==> src/hdl/cbnt_pkg.sv <==
// ----------------------------------------------------------------------------
// cbnt_pkg
// Shared types, codes and sizing for the conditional block nesting tracker.
// ----------------------------------------------------------------------------
package cbnt_pkg;

    // stack depth and the width of the level counter
    localparam int MAX_DEPTH = 16;
    localparam int LVL_W     = (MAX_DEPTH > 2) ? $clog2(MAX_DEPTH) : 1;

    // line actions
    localparam logic [2:0] ACT_PLAIN = 3'd0;
    localparam logic [2:0] ACT_IF    = 3'd1;
    localparam logic [2:0] ACT_IFT   = 3'd2;
    localparam logic [2:0] ACT_IFF   = 3'd3;
    localparam logic [2:0] ACT_IFTF  = 3'd4;
    localparam logic [2:0] ACT_ENDC  = 3'd5;
    localparam logic [2:0] ACT_IIF   = 3'd6;

    // relation codes
    localparam logic [3:0] REL_EQ      = 4'd0;
    localparam logic [3:0] REL_NE      = 4'd1;
    localparam logic [3:0] REL_GT      = 4'd2;
    localparam logic [3:0] REL_GE      = 4'd3;
    localparam logic [3:0] REL_LT      = 4'd4;
    localparam logic [3:0] REL_LE      = 4'd5;
    localparam logic [3:0] REL_DF      = 4'd6;
    localparam logic [3:0] REL_NDF     = 4'd7;
    localparam logic [3:0] REL_MISSING = 4'd9;

    // status codes
    localparam logic [2:0] ST_OK        = 3'd0;
    localparam logic [2:0] ST_UNMATCHED = 3'd1;
    localparam logic [2:0] ST_TOO_DEEP  = 3'd2;
    localparam logic [2:0] ST_BAD_COND  = 3'd3;
    localparam logic [2:0] ST_NO_SYMBOL = 3'd4;

    // operand sign classes
    localparam logic [2:0] SGN_ZERO = 3'b001;
    localparam logic [2:0] SGN_POS  = 3'b010;
    localparam logic [2:0] SGN_NEG  = 3'b100;

    typedef struct packed {
        logic [2:0]         action;
        logic [3:0]         relation;
        logic signed [31:0] operand_value;
        logic               symbol_defined;
    } t_in_item;

    typedef struct packed {
        logic       process_line;
        logic [2:0] status;
        logic       ignoring;
        logic [3:0] nesting_level;
    } t_out_item;

    // outcome of one condition test
    typedef struct packed {
        logic       taken;
        logic [2:0] status;
    } t_cond;

    // sign classes that satisfy a compare relation
    function automatic logic [2:0] rel_sign_mask(input logic [3:0] rel);
        logic [2:0] m;
        m = 3'b000;
        case (rel)
            REL_EQ:  m = SGN_ZERO;
            REL_NE:  m = SGN_POS | SGN_NEG;
            REL_GT:  m = SGN_POS;
            REL_GE:  m = SGN_POS | SGN_ZERO;
            REL_LT:  m = SGN_NEG;
            REL_LE:  m = SGN_NEG | SGN_ZERO;
            default: m = 3'b000;
        endcase
        return m;
    endfunction

endpackage

==> src/hdl/cbnt_cond_eval.sv <==
// ----------------------------------------------------------------------------
// cbnt_cond_eval
// Evaluates the condition of an .if or .iif line: sign test or defined test.
// ----------------------------------------------------------------------------
module cbnt_cond_eval (
    input  cbnt_pkg::t_in_item i_item,
    output cbnt_pkg::t_cond    o_cond
);

    logic [2:0] sgn;

    always_comb begin
        if (i_item.operand_value == 32'sd0) begin
            sgn = cbnt_pkg::SGN_ZERO;
        end else if (i_item.operand_value[31]) begin
            sgn = cbnt_pkg::SGN_NEG;
        end else begin
            sgn = cbnt_pkg::SGN_POS;
        end
    end

    always_comb begin
        o_cond.taken  = 1'b0;
        o_cond.status = cbnt_pkg::ST_OK;
        case (i_item.relation)
            cbnt_pkg::REL_EQ, cbnt_pkg::REL_NE, cbnt_pkg::REL_GT,
            cbnt_pkg::REL_GE, cbnt_pkg::REL_LT, cbnt_pkg::REL_LE: begin
                o_cond.taken = |(cbnt_pkg::rel_sign_mask(i_item.relation) & sgn);
            end
            cbnt_pkg::REL_DF: begin
                o_cond.taken = i_item.symbol_defined;
            end
            cbnt_pkg::REL_NDF: begin
                o_cond.taken = ~i_item.symbol_defined;
            end
            cbnt_pkg::REL_MISSING: begin
                o_cond.status = cbnt_pkg::ST_NO_SYMBOL;
            end
            default: begin
                o_cond.status = cbnt_pkg::ST_BAD_COND;
            end
        endcase
    end

endmodule

==> src/hdl/cbnt_stack.sv <==
// ----------------------------------------------------------------------------
// cbnt_stack
// Condition stack, nesting level and ignore flag; handles one line per cycle while i_adv is high.
// ----------------------------------------------------------------------------
module cbnt_stack (
    input  logic                i_clk,
    input  logic                i_rst_n,
    input  logic                i_adv,
    input  cbnt_pkg::t_in_item  i_item,
    input  cbnt_pkg::t_cond     i_cond,
    output cbnt_pkg::t_out_item o_res
);

    localparam logic [cbnt_pkg::LVL_W-1:0] LVL_TOP =
        cbnt_pkg::LVL_W'(cbnt_pkg::MAX_DEPTH - 1);
    localparam logic [cbnt_pkg::LVL_W-1:0] LVL_ONE = cbnt_pkg::LVL_W'(1);

    logic [cbnt_pkg::MAX_DEPTH-1:0] r_blk, n_blk;
    logic [cbnt_pkg::MAX_DEPTH-1:0] r_sub, n_sub;
    logic [cbnt_pkg::LVL_W-1:0]     r_level, n_level;
    logic                           r_ign, n_ign;

    logic [cbnt_pkg::LVL_W-1:0] lvl_up;
    logic [cbnt_pkg::LVL_W-1:0] lvl_dn;
    logic [cbnt_pkg::LVL_W-1:0] sub_idx;
    logic                       at_top;
    logic                       at_bottom;
    logic                       blk_rd;
    logic                       sub_rd;
    logic                       if_val;
    logic                       proc;
    logic [2:0]                 st;

    assign lvl_up    = r_level + LVL_ONE;
    assign lvl_dn    = r_level - LVL_ONE;
    assign at_top    = (r_level == LVL_TOP);
    assign at_bottom = (r_level == '0);
    // endc looks at the subcondition of the level it returns to
    assign sub_idx   = (i_item.action == cbnt_pkg::ACT_ENDC && !at_bottom) ? lvl_dn : r_level;
    assign blk_rd    = r_blk[r_level];
    assign sub_rd    = r_sub[sub_idx];
    // inside an ignored region a new block is false and is not evaluated
    assign if_val    = r_ign ? 1'b0 : i_cond.taken;

    always_comb begin
        n_blk   = r_blk;
        n_sub   = r_sub;
        n_level = r_level;
        n_ign   = r_ign;
        proc    = 1'b0;
        st      = cbnt_pkg::ST_OK;
        case (i_item.action)
            cbnt_pkg::ACT_IF: begin
                if (at_top) begin
                    st = cbnt_pkg::ST_TOO_DEEP;
                end else begin
                    n_level        = lvl_up;
                    n_blk[lvl_up]  = if_val;
                    n_sub[lvl_up]  = if_val;
                    n_ign          = ~if_val;
                    st             = r_ign ? cbnt_pkg::ST_OK : i_cond.status;
                end
            end
            cbnt_pkg::ACT_IFT: begin
                n_sub[r_level] = blk_rd;
                n_ign          = ~blk_rd;
            end
            cbnt_pkg::ACT_IFF: begin
                n_sub[r_level] = ~blk_rd;
                n_ign          = blk_rd;
            end
            cbnt_pkg::ACT_IFTF: begin
                n_sub[r_level] = 1'b1;
                n_ign          = 1'b0;
            end
            cbnt_pkg::ACT_ENDC: begin
                if (at_bottom) begin
                    st = cbnt_pkg::ST_UNMATCHED;
                end else begin
                    n_level = lvl_dn;
                end
                n_ign = ~sub_rd;
            end
            cbnt_pkg::ACT_IIF: begin
                proc = r_ign ? 1'b0 : i_cond.taken;
                st   = r_ign ? cbnt_pkg::ST_OK : i_cond.status;
            end
            default: begin
                proc = ~r_ign;
            end
        endcase
    end

    always_comb begin
        o_res.process_line  = proc;
        o_res.status        = st;
        o_res.ignoring      = n_ign;
        o_res.nesting_level = 4'(n_level);
    end

    always_ff @(posedge i_clk) begin
        if (!i_rst_n) begin
            r_blk   <= cbnt_pkg::MAX_DEPTH'(1);
            r_sub   <= cbnt_pkg::MAX_DEPTH'(1);
            r_level <= '0;
            r_ign   <= 1'b0;
        end else if (i_adv) begin
            r_blk   <= n_blk;
            r_sub   <= n_sub;
            r_level <= n_level;
            r_ign   <= n_ign;
        end
    end

endmodule

==> src/hdl/conditional_block_nesting_tracker_core.sv <==
// ----------------------------------------------------------------------------
// conditional_block_nesting_tracker_core
// Tracks conditional assembly nesting for a stream of classified lines.
// ----------------------------------------------------------------------------
// Input channel (i_in_valid / o_in_ready / i_in_data) takes one classified
// line per beat: action, relation, operand value and symbol-defined flag.
// Output channel (o_out_valid / i_out_ready / o_out_data) gives one result
// beat per line: process flag, status, ignore flag and nesting level after
// the line.
// A line passes through the input register, then the stack update and result
// register. Throughput is one line per cycle while the receiver takes results;
// the stack state is updated in the same cycle the result register loads, so
// each line sees the state left by the one before it.
// When the receiver stalls, the result register holds and the input register
// keeps taking one more line; after that o_in_ready drops until the result
// drains.
// Reset empties both registers, sets the level to zero, clears the ignore
// flag and leaves only the outermost stack entry true.
// ----------------------------------------------------------------------------
module conditional_block_nesting_tracker_core (
    input  logic                i_clk,
    input  logic                i_rst_n,
    input  logic                i_in_valid,
    output logic                o_in_ready,
    input  cbnt_pkg::t_in_item  i_in_data,
    output logic                o_out_valid,
    input  logic                i_out_ready,
    output cbnt_pkg::t_out_item o_out_data
);

    logic                r_in_vld;
    cbnt_pkg::t_in_item  r_in;
    logic                r_out_vld;
    cbnt_pkg::t_out_item r_out;

    logic                adv;
    cbnt_pkg::t_cond     cond;
    cbnt_pkg::t_out_item res;

    // line moves from input register into result register
    assign adv        = r_in_vld && (!r_out_vld || i_out_ready);
    assign o_in_ready = !r_in_vld || adv;

    cbnt_cond_eval u_cond (
        .i_item (r_in),
        .o_cond (cond)
    );

    cbnt_stack u_stack (
        .i_clk   (i_clk),
        .i_rst_n (i_rst_n),
        .i_adv   (adv),
        .i_item  (r_in),
        .i_cond  (cond),
        .o_res   (res)
    );

    always_ff @(posedge i_clk) begin
        if (!i_rst_n) begin
            r_in_vld  <= 1'b0;
            r_out_vld <= 1'b0;
        end else begin
            if (o_in_ready) begin
                r_in_vld <= i_in_valid;
            end
            if (adv) begin
                r_out_vld <= 1'b1;
            end else if (i_out_ready) begin
                r_out_vld <= 1'b0;
            end
        end
    end

    always_ff @(posedge i_clk) begin
        if (o_in_ready && i_in_valid) begin
            r_in <= i_in_data;
        end
        if (adv) begin
            r_out <= res;
        end
    end

    assign o_out_valid = r_out_vld;
    assign o_out_data  = r_out;

endmodule

==> config.mk <==
export PLATFORM = sky130hd
export DESIGN_NAME = conditional_block_nesting_tracker_core
export DESIGN_NICKNAME = d
export VERILOG_FILES = /design/src/hdl/cbnt_pkg.sv /design/src/hdl/cbnt_cond_eval.sv /design/src/hdl/cbnt_stack.sv /design/src/hdl/conditional_block_nesting_tracker_core.sv
export SDC_FILE = /design/constraint.sdc
export NUM_CORES = 1
export LEC_CHECK = 0
export BUFFER_PORTS_ARGS = -buffer_cell sky130_fd_sc_hd__buf_2
export CAP_MARGIN = 20
export CORE_ASPECT_RATIO = 0.75
export CORE_MARGIN = 5
export CORE_UTILIZATION = 37
export CTS_CLUSTER_SIZE = 28
export DETAILED_ROUTE_END_ITERATION = 12
export PLACE_DENSITY_LB_ADDON = 0.3
export SYNTH_ARGS = -nofsm -noshare
export SYNTH_HDL_FRONTEND = slang
export SYNTH_SLANG_ARGS = --single-unit
==> constraint.sdc <==
create_clock -name i_clk -period 2.7 [get_ports i_clk]
set_input_delay 0.54 -clock i_clk [delete_from_list [all_inputs] [get_ports i_clk]]
set_output_delay 0.54 -clock i_clk [all_outputs]
set_load 0.01 [all_outputs]
Yosys cells after proc, flatten, opt, wreduce, memory -nomap -nowiden
Index checks and enable logic that the tools add are counted.

word-level totals
  register bits after elaboration = 88
  bits in latches = 0
  bits in writable memories = 0
  ROM bits = 0
  output and inout port bits = 11
  word-level logic and storage cells = 100
  memories kept = 0

cells by class
  add/subtract/negate cells = 2
  $mul = 0
  div/mod/pow operators = 0
  order comparisons = 5
  equality and inequality tests = 16
  shift operators = 0
  multiplexer cells = 34
  bitwise logic cells = 8
  reductions and logical operators = 21

operators by type and width
  operator                                                           count
  bitwise mux 16 bit                                                 4
  case mux 16 bit (4 select lines)                                   1
  logical NOT 32 bit                                                 1
  case mux 3 bit (6 select lines)                                    1
  == test 4 x 3 -> 1 bit, second input constant                      4
  two-way mux 16 bit                                                 1
  bitwise OR 16 bit                                                  1
  less-than comparator 4 x 5 -> 1 bit, second input constant         3
  two-way mux 3 bit                                                  5
  two-way mux 4 bit                                                  3
  == test 3 bit, second input constant                               3
  two-way mux 1 bit                                                  9
  case mux 3 bit (3 select lines)                                    1
  binary-select mux 1 bit (select 4 bit)                             2
  demux 1 bit (select 4 bit)                                         2
  == test 4 x 2 -> 1 bit, second input constant                      2
  == test 4 bit, second input constant                               2
  greater-or-equal comparator 4 x 1 -> 1 bit, second input constant  2
  logical NOT 4 bit                                                  2
  case mux 4 bit (2 select lines)                                    1
  OR reduction 8 bit                                                 1
  == test 3 x 2 -> 1 bit, second input constant                      2
  inverter 1 bit                                                     6
  case mux 3 bit (2 select lines)                                    1
  18 further kinds                                                   26

Depth between registers and ports, before layout
Gate-level depths: netlist of the first run.

  depth in word-level cells = 10
  depth in mapped cells = 12
  depth with buffers taken out = 9

Modules after synthesis
Synthesis of the first run repeated with hierarchy kept, for this count alone.

second synthesis, totals
  cell total of the unflattened synthesis = 464
  area, all modules = 4919.7 µm²

by module, submodules not included
  module                                  times used  cells an instance  area each (µm²)  sequential area each (µm²)
  cbnt_stack                              1           384                3184.3           740.7
  conditional_block_nesting_tracker_core  1           58                 1575.3           1511.4
  cbnt_cond_eval                          1           22                 160.2            0.0

Worst setup path after synthesis of the first run
OpenSTA, ideal clock, no wires.

  path type = reg-to-reg
  start = register u_stack.r_level[0] in the netlist's numbering
  end = register u_stack.r_ign
  setup time = 0.091 ns
  data arrival time = 2.613 ns
  path slack = -0.004 ns
  cell stages (with the launch flop) = 13
  path buffers = 3
  period minus slack after synthesis = 2.704 ns
  cells stage by stage = dfxtp_1 > buf_2 > inv_1 > ha_1 > buf_2 > or3b_4 > nand3_2 > and2_1 > buf_6 > a211o_1 > a41oi_1 > o31ai_1 > a311oi_1

between the ends
  cells in the longest elaborated chain, start to end = 8
  elaborated cells between the ends (all ways) = 14
  those cells by class = 1 x add/sub; 1 x eq/ne; 7 x mux; 2 x bitwise; 3 x reduce/logical

RTL lines
  element                                                            line               RTL
  start, declared                                                    cbnt_stack.sv:20   logic [cbnt_pkg::LVL_W-1:0] r_level, n_level;
  start signal, assigned                                             cbnt_stack.sv:110  r_level <= n_level;
  branches (longest 7 deep; another with subtractor 4 x 1 -> 4 bit)  n/a
  case mux 1 bit (5 select lines) *                                  cbnt_stack.sv:52   case (i_item.action)
  end signal, assigned                                               cbnt_stack.sv:111  r_ign <= n_ign;
  end, declared                                                      cbnt_stack.sv:21   logic r_ign, n_ign;

Every way passes the cells marked *. The select of a mux whose other input is x is not followed.
A chain may end at the register's enable or synchronous reset.

Worst setup path after layout of the first run
  start = register r_in[32] in the netlist's numbering
  end = register u_stack.r_sub[3] in the netlist's numbering

between the ends
  cells in the longest elaborated chain, start to end = 9
  elaborated cells between the ends (all ways) = 10
  those cells by class = 7 x mux; 1 x bitwise; 2 x reduce/logical

RTL lines
  element                                                         line                                          RTL
  start, declared                                                 conditional_block_nesting_tracker_core.sv:32  cbnt_pkg::t_in_item r_in;
  start signal, assigned                                          conditional_block_nesting_tracker_core.sv:76  r_in <= i_in_data;
  logical NOT 32 bit / two-way mux 3 bit (equally long branches)  cbnt_cond_eval.sv:13, cbnt_cond_eval.sv:15
  two-way mux 3 bit *                                             cbnt_cond_eval.sv:13                          if (i_item.operand_value == 32'sd0) begin
  AND 3 bit *                                                     cbnt_cond_eval.sv:28                          o_cond.taken = |(cbnt_pkg::rel_sign_mask(i_item.relation) & sgn);
  OR reduction 3 bit *                                            cbnt_cond_eval.sv:28
  case mux 1 bit (3 select lines) *                               cbnt_cond_eval.sv:25                          case (i_item.relation)
  two-way mux 1 bit *                                             cbnt_stack.sv:43                              assign if_val = r_ign ? 1'b0 : i_cond.taken;
  bitwise mux 16 bit *                                            cbnt_stack.sv:59                              n_sub[lvl_up] = if_val;
  two-way mux 16 bit *                                            cbnt_stack.sv:54                              if (at_top) begin
  case mux 16 bit (4 select lines) *                              cbnt_stack.sv:52
  end signal, assigned                                            cbnt_stack.sv:104                             r_sub <= cbnt_pkg::MAX_DEPTH'(1);
  end signal, assigned                                            cbnt_stack.sv:109                             r_sub <= n_sub;
  end, declared                                                   cbnt_stack.sv:19                              logic [cbnt_pkg::MAX_DEPTH-1:0] r_sub, n_sub;

Mark *: on every way between the ends. The rest lies on a longest branch, timed or not. The select of a mux whose other input is x is not followed.

==> results.toml, run 1 <==
[status]
outcome = "complete, no violations"

[worst_setup_path]
cp_max_fo = 9
crit_path_cell_trace = "nor4_1 > nand4_1 > or4b_1 > a211oi_2 > buf_4 > and2_1 > buf_4 > o21ai_1 > a21oi_1"
cp-start-kind = "flop"
cp_slowest_cell = "or4b_1"
crit_arrival_ps = 2800
end_kind = "flop"
critical_path_class = "flop to flop"
crit_top_cell = "buf_4"
cpPeakStageDelay_ps = 580
critPathRequiredTime_ps = 2960

[cts]
hold_buffers = 0
post_cts_buffers = 0
cts.sinks = 88
cts_root_buf = "clkbuf_16"
clkSlewWorstSetupHoldPaths_ps = 60
cts_resized = 0
cts_tree = "built"
cts_buffers = 9
insertion_delay_ps = 340
h-tree-depth = 3
cts_buffer_depth = 2

[route]
first_pass_iters = 5
viasPerCell = 5.603
dr_wl_met3_um = 915
drt_iter0_markers = 450
wl_met2_um = 5528
num_vias = 4292
wl_met1_um = 6376
wl_per_cell_um = 17.09
ant_nets = 0
route.detailed.drc = 0
wl_um = 13090
highest_layer = "met4"

[finish]
finalNonFillerCells = 766
seqCellArea_um2 = 2253
nets = 640
area_growth_pct = 17.67
final_cell_mix = "81 x a21oi_1, 54 x buf_2, 52 x nor2_1"
final_common_cell = "a21oi_1"
layout-drive-gt1-share_pct = 21.01
antenna_cells = 0
fill_cells = 1281
multiInputGateArea_um2 = 2350
final_area_um2 = 5682

[hold_path]
hold_path_class = "primary input to flop"

[timing]
finalSetupViolations = 0
finalHoldViolations = 0
rsz0062_at_grt = "false"
fmax_mhz = 393.1
max_slew.worst_pin.slew_ps = 884.6
fin_skew_ps = 8.420
min_period_ps = 2544
post-route-period-util_pct = 94.21
tns_ps = 0
report.final.slew_viol_count = 0
slew_headroom_pct = 40.81

[grt]
grt_overflow = 0
grt_max_degree = 41
grt_pass1_wl_um = 21500
antenna_found_initial = 0
track_usage_pct = 17.72
grt_pass1_vias = 4127

[die]
die_w_um = 141.9
core_um2 = 12880
io_pins = 55
start_util_pct = 37.48
die_h_um = 108.9
floorplan.die_area_um2 = 15460
num_rows = 36

[placed_design]
place.gp.congestion = 0.9279
post_dp_cell_area_um2 = 5408
port_buffers = 54
place_hpwl_um = 9727
placedCellCount = 750

[synth]
syn_area_um2 = 4828
synthCells = 525
yosys_warnings = 0
synth_seq_cells = 88
synth.avg_cell_area_um2 = 9.197
syn_nets = 575
ys.flop_type = "edfxtp_1"
synth_edf_count = 49
synthArstFlopShare_pct = 0
yosys.cell_types.count = 61
ys_seq_area_share_pct = 46.64

[job]
cap_violations = 0

[power]
irDropWorstVdd_mv = 0.3766
fin_total_pwr_mw = 3.045
total_leakage_power_nw = 2.026
powerDensity_nw_per_um2 = 535.9
[cells by family (layout without fill, tap and decap cells)]
family,count (synthesis),count (layout),share of synthesized area [%]
fa+ha+maj,6,6,1.555
compound gates,163,163,20.24
mux,17,17,5.701
xor+xnor,7,7,1.270
buf+inv,49,119,4.716
flops,88,88,46.64
simple gates,195,195,19.88
[synthesized netlist by cell type (all sizes together) (2+ instances only)]
| library cell | n | share of area [%] |
|---|---|---|
| clkinv | 2 | 0.16 |
| and3 | 3 | 0.39 |
| xor2 | 3 | 0.54 |
| nor3b | 4 | 0.96 |
| ha | 6 | 1.6 |
| inv | 10 | 0.78 |
| edfxtp | 49 | 30 |
| nand3b | 2 | 0.31 |
| nand2b | 6 | 0.78 |
| nand2 | 50 | 3.9 |
| a211oi | 5 | 0.88 |
| nor4 | 8 | 1.0 |
| o21ai | 33 | 3.6 |
| a311oi | 10 | 1.8 |
| nor2 | 52 | 4.0 |
| o22ai | 2 | 0.26 |
| mux4 | 8 | 3.7 |
| and3b | 3 | 0.54 |
| a31oi | 6 | 0.78 |
| xnor2 | 4 | 0.73 |
| a221oi | 2 | 0.36 |
| clkbuf | 23 | 1.8 |
| o21a | 3 | 0.47 |
| a211o | 4 | 0.73 |
| nand3 | 24 | 2.6 |
| nor2b | 7 | 0.91 |
| dfxtp | 39 | 16 |
| o31ai | 3 | 0.47 |
| a21oi | 81 | 8.4 |
| mux2 | 4 | 0.93 |
| buf | 14 | 2.0 |
| and2 | 10 | 1.3 |
| o211ai | 2 | 0.31 |
| nor3 | 18 | 1.9 |
| mux2i | 5 | 1.0 |
| nand4 | 4 | 0.52 |
[through the flow]
step                setup slack (ps)  utilization, %  hold WS [ps]
finish                         156.4           44.10         372.2
global route                   6.742           44.10         354.1
CTS                            142.6           44.09         360.1
detailed placement             144.0           41.98         466.5
global placement               152.2           41.98         463.0
floorplan                      51.44               -         432.5
[cell type report]
| class | instances | area share (%) |
|---|---|---|
| multi-input combinational | 388 | 41.36 |
| sequential | 88 | 39.66 |
| timing repair buffer | 91 | 9.645 |
| clock buffer | 10 | 4.030 |
| tap | 171 | 3.766 |
| inverter | 12 | 0.7928 |
| clock inverter | 6 | 0.7487 |
[worst max-delay path, delay by kind of cell, from the launching register on]
family          cells  cell delay (ps)
simple gates        4             1280
flops               1              420
compound gates      3              410
buf+inv             2              350
[report_power, final]
part / switching [mW] / total [mW] / internal (mW)
registers: 0.0376 / 1.51 / 1.48
clock network: 0.530 / 1.16 / 0.627
logic: 0.227 / 0.374 / 0.148
[registers in the layout (all words and copies together), names as in the netlist]
register,cells
r_in,40
u_stack.r_blk,16
u_stack.r_sub,16
o_out_data,9
u_stack.r_level,4
o_out_valid,1
r_in_vld,1
u_stack.r_ign,1
[worst paths after layout]
kind	depth (start not counted)	from	slack (ps)	to
setup / recovery	9	r_in[32]$_DFFE_PP_	160	u_stack.r_sub[3]$_SDFFE_PN0P_
hold reg to reg	2	u_stack.r_blk[13]$_SDFFE_PN0P_	480	u_stack.r_blk[13]$_SDFFE_PN0P_
hold / removal	1	i_in_data[26]	370	r_in[26]$_DFFE_PP_
setup reg to reg	9	r_in[32]$_DFFE_PP_	160	u_stack.r_sub[3]$_SDFFE_PN0P_
[metal layers]
layer,vias to the layer above,global-route usage [%]
li1,2066,-
met1,2047,25.66
met2,159,26.25
met3,20,4.077
met4,0,5.685
met5,-,0
(Power assumes the default switching activity.)
==> run 2, diff against run 1 <==
- PLACE_DENSITY_LB_ADDON: 0.3 -> 0.12
- clock period: 2.7 -> 2.5 ns (I/O delays scaled with it)
==> results.toml, run 2 (synthesis results as in run 1) <==
[finish]
fill_cells = 1282
final_cell_mix = "78 x a21oi_1, 54 x buf_2, 52 x nor2_1"
layout-drive-gt1-share_pct = 26.90
top_register = "r_in"
antenna_cells = 0
nets = 651
area_growth_pct = 23.53
largest_reg_flops = 40
final_util_pct = 46.30
final_common_cell = "a21oi_1"
top_regs = "r_in: 40 flops, u_stack.r_blk: 16 flops, u_stack.r_sub: 16 flops"

[route]
viasPerCell = 5.552
num_vias = 4314
wl_per_cell_um = 17.96
ant_nets = 0
route.detailed.drc = 0
drt_iter0_markers = 423
wl_um = 13960
first_pass_iters = 5

[power]
irDropWorstVdd_mv = 0.3395
fin_total_pwr_mw = 3.478
total_leakage_power_nw = 2.116
powerDensity_nw_per_um2 = 583.0

[worst_setup_path]
cp-start-kind = "flop"
crit_buf_inv = 1
path_delay_family = "simple AND/OR/NAND/NOR gates"
end_kind = "flop"
r2r_setup_slack_ps = 80
worstRegToRegCells = 8
critical_path_class = "flop to flop"
r2r_end = "o_out_data[4]$_DFFE_PP_"
cpPeakStageDelay_ps = 570
crit_path_cell_trace = "nor4_4 > nand4_1 > or4b_4 > a211oi_2 > buf_4 > a211oi_1 > o21ai_1 > a21oi_1"
cp_slowest_cell = "or4b_4"
cp_max_fo = 3
crit_arrival_ps = 2500
r2r_start = "r_in[15]$_DFFE_PP_"
critPathRequiredTime_ps = 2580

[grt]
track_usage_pct = 18.64
grt_pass1_wl_um = 22520
antenna_found_initial = 0
grt_overflow = 0
grt_max_degree = 41
grt_pass1_vias = 4128

[timing]
report.final.slew_viol_count = 0
rsz0062_at_grt = "true"
fmax_mhz = 413.6
post-route-period-util_pct = 96.71
max_slew.worst_pin.slew_ps = 842.8
min_period_ps = 2418
fin_skew_ps = 8.621
finalSetupViolations = 0
slew_headroom_pct = 43.75
finalHoldViolations = 0

[die]
core_um2 = 12880
io_pins = 55
num_rows = 36
floorplan.die_area_um2 = 15460
start_util_pct = 37.48
die_h_um = 108.9
die_w_um = 141.9

[hold_path]
min_from = "i_in_data[19]"
holdPathEnd = "r_in[19]$_DFFE_PP_"
hold_depth = 1
hold_path_class = "primary input to flop"

[placed_design]
place.gp.congestion = 0.9100
place_hpwl_um = 10170
port_buffers = 54

[cts]
cts_buffer_depth = 2
h-tree-depth = 3
cts_root_buf = "clkbuf_16"
insertion_delay_ps = 340
clkSlewWorstSetupHoldPaths_ps = 70
hold_buffers = 0
cts_buffers = 9
cts_tree = "built"
cts.sinks = 88

[status]
outcome = "complete, no violations"

[job]
cap_violations = 0
[run 2: worst max-delay path by stage]
stage / startpoint / endpoint / slack (ps) / depth (start not counted)
floorplan: u_stack.r_level[0]$_SDFFE_PN0P_ / u_stack.r_ign$_SDFFE_PN0P_ / 5 / 12
global placement: r_in[17]$_DFFE_PP_ / u_stack.r_sub[3]$_SDFFE_PN0P_ / -6 / 9
detailed placement: u_stack.r_level[2]$_SDFFE_PN0P_ / o_out_data[4]$_DFFE_PP_ / -80 / 8
CTS: r_in[6]$_DFFE_PP_ / u_stack.r_sub[3]$_SDFFE_PN0P_ / 20 / 9
global route: r_in[15]$_DFFE_PP_ / u_stack.r_sub[0]$_SDFFE_PN1P_ / -40 / 8
finish: r_in[15]$_DFFE_PP_ / o_out_data[4]$_DFFE_PP_ / 80 / 8
[run 2: through the flow]
step | worst slack [ps] | area [um2] | cells | setup TNS, ps | hold slack (ps)
3_3_place_gp | -6.166 | 5515 | 759 | -6.345 | 460.1
4_1_cts | 15.88 | 5836 | 775 | 0 | 315.0
2_1_floorplan | 5.234 | 4840 | 525 | 0 | 432.5
3_5_place_dp | -84.88 | 5515 | 759 | -103.6 | 464.1
5_1_grt | -43.77 | 5964 | 777 | -613.5 | 313.0
6_report | 82.14 | 5964 | 777 | 0 | 328.3
[run 2: final cells by class]
class	instances	area [um2]	area share, %
multi-input cells	388	2472	41.45
clock inverters	7	77.57	1.301
flip-flops and latches	88	2256	37.82
inverters	12	46.29	0.7762
well taps	171	214.0	3.587
repair buffers	102	673.1	11.29
clock buffers	9	225.2	3.776
[run 2: timing repair]
item	4_1_cts	5_1_grt
setup buffers	0	2
pin swaps	0	18
gates cloned	0	1
setup endpoints to repair	7	32
gates resized for setup	3	25
[run 2: where the power goes]
| part | internal (mW) | switching [mW] |
|---|---|---|
| logic | 0.190 | 0.268 |
| registers | 1.59 | 0.0397 |
| clock network | 0.786 | 0.599 |
[run 2: routing by layer]
layer / vias to the layer above / global-route usage (%) / wire length, um
li1: 2090 / - / -
met2: 144 / 26.66 / 5850
met5: - / 0 / 0
met1: 2063 / 28.78 / 6955
met4: 0 / 5.205 / 238
met3: 17 / 3.157 / 912
